## src/hw/rtl/fpsd_pkg.sv

```systemverilog
// fpsd_pkg: shared types and constants of the fixed-point saturating divider
// no dependencies; compiled first

package fpsd_pkg;

    localparam int WORD_W         = 32;
    // a quotient that passes the overflow guard is always below 2^30
    localparam int QUOT_BITS      = 30;
    localparam int BITS_PER_STAGE = 2;
    localparam int DIV_STAGES     = (QUOT_BITS + BITS_PER_STAGE - 1) / BITS_PER_STAGE;

    localparam logic [WORD_W-1:0] MOST_POSITIVE = 32'h7FFF_FFFF;
    localparam logic [WORD_W-1:0] MOST_NEGATIVE = 32'h8000_0000;

    typedef logic signed [WORD_W-1:0] fixed_t;
    typedef logic [WORD_W-1:0]        mag_t;
    typedef logic [QUOT_BITS-1:0]     quot_t;

    // one item in flight through the divide stages
    typedef struct packed {
        logic  sat;    // guard fired, division result ignored
        logic  neg;    // operand signs differ
        mag_t  rem;    // partial remainder, below dvsr unless sat is set
        mag_t  dvsr;   // divisor magnitude
        quot_t num;    // numerator bits still to shift in, msb first
        quot_t quot;   // quotient bits produced so far
    } work_t;

endpackage

```

## src/hw/rtl/fpsd_div_stage.sv

```systemverilog
// fpsd_div_stage: one registered stage of the restoring divider, BITS_PER_STAGE (2) quotient bits
// depends on fpsd_pkg

module fpsd_div_stage (
    input  logic            clk,
    input  logic            rst_n,
    input  logic            load,
    input  logic            in_valid,
    input  fpsd_pkg::work_t in_work,
    output logic            out_valid,
    output fpsd_pkg::work_t out_work
);
    import fpsd_pkg::*;

    logic  valid_reg;
    work_t work_reg;
    work_t work_next;

    always_comb
    begin
        logic [WORD_W:0] trial;
        logic            ge;
        work_next = in_work;
        for (int j = 0; j < BITS_PER_STAGE; j++)
        begin
            trial = {work_next.rem, work_next.num[QUOT_BITS-1]};
            ge    = (trial >= {1'b0, work_next.dvsr});
            if (ge)
            begin
                trial = trial - {1'b0, work_next.dvsr};
            end
            work_next.rem  = trial[WORD_W-1:0];
            work_next.quot = {work_next.quot[QUOT_BITS-2:0], ge};
            work_next.num  = {work_next.num[QUOT_BITS-2:0], 1'b0};
        end
    end

    always_ff @(posedge clk or negedge rst_n)
    begin
        if (!rst_n)
        begin
            valid_reg <= 1'b0;
        end
        else if (load)
        begin
            valid_reg <= in_valid;
        end
    end

    always_ff @(posedge clk)
    begin
        if (load && in_valid)
        begin
            work_reg <= work_next;
        end
    end

    assign out_valid = valid_reg;
    assign out_work  = work_reg;

endmodule

```

## config.mk

```make
export PLATFORM = sky130hd
export DESIGN_NAME = fpsd_div_stage
export DESIGN_NICKNAME = d
export VERILOG_FILES = /design/src/hw/rtl/fpsd_pkg.sv /design/src/hw/rtl/fpsd_div_stage.sv
export SDC_FILE = /design/constraint.sdc
export NUM_CORES = 1
export LEC_CHECK = 0
export ABC_AREA = 0
export BUFFER_PORTS_ARGS = -buffer_cell sky130_fd_sc_hd__buf_4
export CAP_MARGIN = 25
export CORE_AREA = 10 10 166 168
export CTS_CLUSTER_SIZE = 40
export DETAILED_ROUTE_END_ITERATION = 6
export DIE_AREA = 0 0 176 178
export PLACE_DENSITY = 0.65
export SLEW_MARGIN = 15
export SYNTH_ARGS = -nofsm -noshare
export SYNTH_HDL_FRONTEND = slang
export SYNTH_SLANG_ARGS = --single-unit
```

## constraint.sdc

```tcl
create_clock -name clk -period 0.97 [get_ports clk]
set_clock_uncertainty 0.1 [all_clocks]
set_input_delay 0.0485 -clock clk [delete_from_list [all_inputs] [get_ports clk]]
set_output_delay 0.0485 -clock clk [all_outputs]
set_load 0.01 [all_outputs]
```

==> impl_metrics.tcl <==
set metrics [dict create \
    run_status "complete, but fails checks" \
    violated_checks "negative hold slack, negative setup slack" \
    total_of_warnings_raised_by_yosys 0 \
    layout.cells.most_common "sky130_fd_sc_hd__buf_4" \
    antenna_cells 0 \
    stdcell_count 1721 \
    worst_path_dominant_cell_family "compound AO/OA/AOI/OAI gates" \
    critical-path-slowest-cell "sky130_fd_sc_hd__a221o_1" \
    period_needed_ns 4.88 \
    placed_cells_incl_taps 1575 \
    fin_util_pct 63.7 \
    min_delay_path_depth 3 \
    synthDominantAreaCellType "sky130_fd_sc_hd__edfxtp_1" \
    min_to "out_work[123]$_DFFE_PP_" \
    fin_nets 1580 \
    most_frequent_cells_in_the_layout "sky130_fd_sc_hd__buf_4 (397), sky130_fd_sc_hd__edfxtp_1 (124), sky130_fd_sc_hd__buf_6 (120), sky130_fd_sc_hd__dlygate4sd3_1 (94), sky130_fd_sc_hd__a21oi_1 (57)" \
    worst_r2r_path_depth 1 \
    cts.path.max_buffers 2 \
    post_synth_inst_count 760 \
    clock_latency_ns 0.42 \
    filler_cell_count 1860 \
    worstReg2RegStart "out_valid$_DFFE_PN0P_" \
    first_iter_violations 508 \
    clkTransAtPathRegs_ns 0.06 \
    boundaryPins 257 \
    synth_top_cell_area_share_pct 44.6 \
    reg2reg_to "out_valid$_DFFE_PN0P_" \
    antenna_found_initial 0 \
    fin_worst_hold_slack_ns -0.0393 \
    crit_type "in -> reg" \
    synth.area.top_cells "sky130_fd_sc_hd__edfxtp_1 (45%), sky130_fd_sc_hd__ha_1 (9.6%), sky130_fd_sc_hd__a21oi_1 (4.2%)" \
    finalSetupViolations 159 \
    gr-usage-all-layers_pct 20.1 \
    numPortBuffers 252 \
    number_of_antenna_violating_nets_in_the_routed_design 0 \
    dieHeight_um 178 \
    clock_root_cell "sky130_fd_sc_hd__clkbuf_16" \
    grt_start_max_net_pins 56 \
    dominantRegCellSynth "sky130_fd_sc_hd__edfxtp_1" \
    power.density_cell_area_mw_per_mm2 1710 \
    die-area_mm2 0.0313 \
    cp-start-kind "input pin" \
    row_count 57 \
    drt_pre_antenna_iters 5 \
    critPathArrivalTime_ns 4.95 \
    min_path_type "in -> reg" \
    cts_tree "done" \
    cts_bufs_inserted 17 \
    floorplan_core_area_mm2 0.0241 \
    ys_ff_latch 125 \
    synth_edf_count 124 \
    first_pass_grt_wire_length_mm 49.8 \
    rsz0062_at_grt "true" \
    detail_route.wirelength_mm 32.8 \
    post-route-cell-area_mm2 0.0153 \
    final_report_max_slew_violation_count 0 \
    final_layout_size_suffix_gt1_share_pct 49.6 \
    synth_area_mm2 0.00835 \
    start_util_pct 34.6 \
    avgSynthCellArea_um2 11.0 \
    cp.buffers_inverters 7 \
    post_drt_via_cell_ratio 5.00 \
    postLayoutSetupSlackWorst_ns -3.91 \
    vdd_ir_drop_max_mv 1.14 \
    synth.distinct_cells 68 \
    dpl_cell_area_mm2 0.0128 \
    synth-seq-area-share_pct 44.9 \
    finalHoldViolations 3 \
    routabilityCongestion 0.906 \
    asyncSetResetFlopFracSynth_pct 0.800 \
    dp_hpwl_mm 23.7 \
    worstPathRequired_ns 1.04 \
    grt_overflow 0 \
    crit_fanout 5 \
    reg2reg_setup_slack_ns 0.08 \
    cp_slowest_stage_delay_ns 0.37 \
    die_x_extent_um 176 \
    maxCapViolations 0 \
    vias 8606 \
    area.growth.synth_to_final_pct 83.9 \
    route.detailed.drc 0 \
    critical_path.endpoint_type "flip-flop" \
    max_freq_mhz 205 \
    static-leakage-power_uw 0.00689 \
    first_global_vias 8946 \
    routedWlPerCell_um 19.1 \
    final_min_period_over_clock_period_pct 503 \
    tns_ns -143.92 \
    numClockSinks 125 \
    ctsHoldBuffers 94 \
    cts_max_level 4 \
    launch_point_of_the_worst_hold_path "in_work[121]" \
]
-- final cells by class --
type | count | area, um2 | area share [%]
multi-input cells | 555 | 4750 | 30.9
flip-flops and latches | 125 | 3750 | 24.4
repair buffers | 628 | 5640 | 36.8
clock inverters | 15 | 150 | 0.978
well taps | 324 | 405 | 2.64
inverters | 57 | 225 | 1.47
clock buffers | 17 | 425 | 2.77
-- how the worst max path moves through the flow --
stage                     cells past startpoint        start  slack (ns)                       to
after global routing                         26  in_work[59]       -4.09   out_work[96]$_DFFE_PP_
after floorplan                              23  in_work[59]       -4.11  out_work[100]$_DFFE_PP_
after detailed placement                     24  in_work[59]       -4.53  out_work[105]$_DFFE_PP_
after global placement                       24  in_work[59]       -4.47  out_work[107]$_DFFE_PP_
after CTS                                    26  in_work[59]       -3.91  out_work[102]$_DFFE_PP_
final                                        26  in_work[59]       -3.91   out_work[98]$_DFFE_PP_
-- power breakdown --
group          switching (uW)  internal [uW]  total (uW)  leakage (uW)
Sequential                285           6780        7060       0.00118
Clock                    2860           3620        6480      0.000277
Combinational            5420           7250       12700       0.00544
-- synthesized netlist by cell type, types with 3 or more instances --
cell,count
sky130_fd_sc_hd__a21boi_0,3
sky130_fd_sc_hd__a221o_1,8
sky130_fd_sc_hd__o21a_1,7
sky130_fd_sc_hd__o31ai_1,3
sky130_fd_sc_hd__or3_1,3
sky130_fd_sc_hd__nand2_1,36
sky130_fd_sc_hd__o211ai_1,5
sky130_fd_sc_hd__nor2b_1,7
sky130_fd_sc_hd__o21bai_1,12
sky130_fd_sc_hd__mux2_2,24
sky130_fd_sc_hd__a31oi_1,7
sky130_fd_sc_hd__a211oi_1,6
sky130_fd_sc_hd__buf_6,3
sky130_fd_sc_hd__buf_2,8
sky130_fd_sc_hd__and2_1,4
sky130_fd_sc_hd__nand4_1,8
sky130_fd_sc_hd__ha_1,64
sky130_fd_sc_hd__a21oi_1,70
sky130_fd_sc_hd__nor3_1,19
sky130_fd_sc_hd__nand3_1,18
sky130_fd_sc_hd__o2111ai_1,5
sky130_fd_sc_hd__and3_1,11
sky130_fd_sc_hd__inv_1,55
sky130_fd_sc_hd__xnor2_1,35
sky130_fd_sc_hd__and4_1,3
sky130_fd_sc_hd__nor2_1,36
sky130_fd_sc_hd__o21ai_1,3
sky130_fd_sc_hd__xor2_1,14
sky130_fd_sc_hd__o21ai_0,34
sky130_fd_sc_hd__mux2i_1,6
sky130_fd_sc_hd__nor4_1,7
sky130_fd_sc_hd__edfxtp_1,124
sky130_fd_sc_hd__clkbuf_1,11
sky130_fd_sc_hd__or2_2,6
sky130_fd_sc_hd__a21o_1,22
sky130_fd_sc_hd__mux2_4,23
sky130_fd_sc_hd__nand2b_1,6
-- metrics by stage --
stage	total power (uW)	worst slack, ns
detailed placement	17800	-4.53
global placement	17700	-4.47
floorplan	13200	-4.11
finish	26200	-3.91
global route	27500	-4.09
CTS	25800	-3.91
-- routing by layer --
metal / part of all wire [%] / GRT usage (%) / vias up
met5: 0 / 0 / -
met4: 1.5 / 5.02 / 0
met3: 6.5 / 4.76 / 35
met2: 50 / 35.4 / 337
met1: 42 / 24.0 / 4098
li1: - / - / 4136
-- flip-flops by register name, summed over array words and instances, names as in the netlist --
signal,cells
out_work,124
out_valid,1
-- worst min-delay path, stage by stage --
cell and delay (ns):
sky130_fd_sc_hd__buf_4 0.09, sky130_fd_sc_hd__buf_4 0.10, sky130_fd_sc_hd__a221o_1 0.13
-- timing repair --
action / CTS / global route
endpoints found under the hold margin: 99 / 3
gates resized for setup: 118 / 61
setup endpoints to repair: 159 / 159
pin swaps: 14 / 17
cloned: 4 / 1
buffers inserted: 12 / 4
-- logic make-up after synthesis --
| kind of cell | after synthesis | share of synthesized area [%] |
|---|---|---|
| AOI/OAI and AO/OA | 215 | 17.3 |
| and+or+nand+nor | 170 | 10.4 |
| DFF | 125 | 44.9 |
| buffers and inverters | 81 | 4.12 |
| adders and majority gates | 66 | 10.1 |
| muxes | 53 | 8.09 |
| xor gates and xnor gates | 49 | 5.14 |
| other | 1 | 0.0449 |
Note: power is estimated with default switching activity, not from simulation.
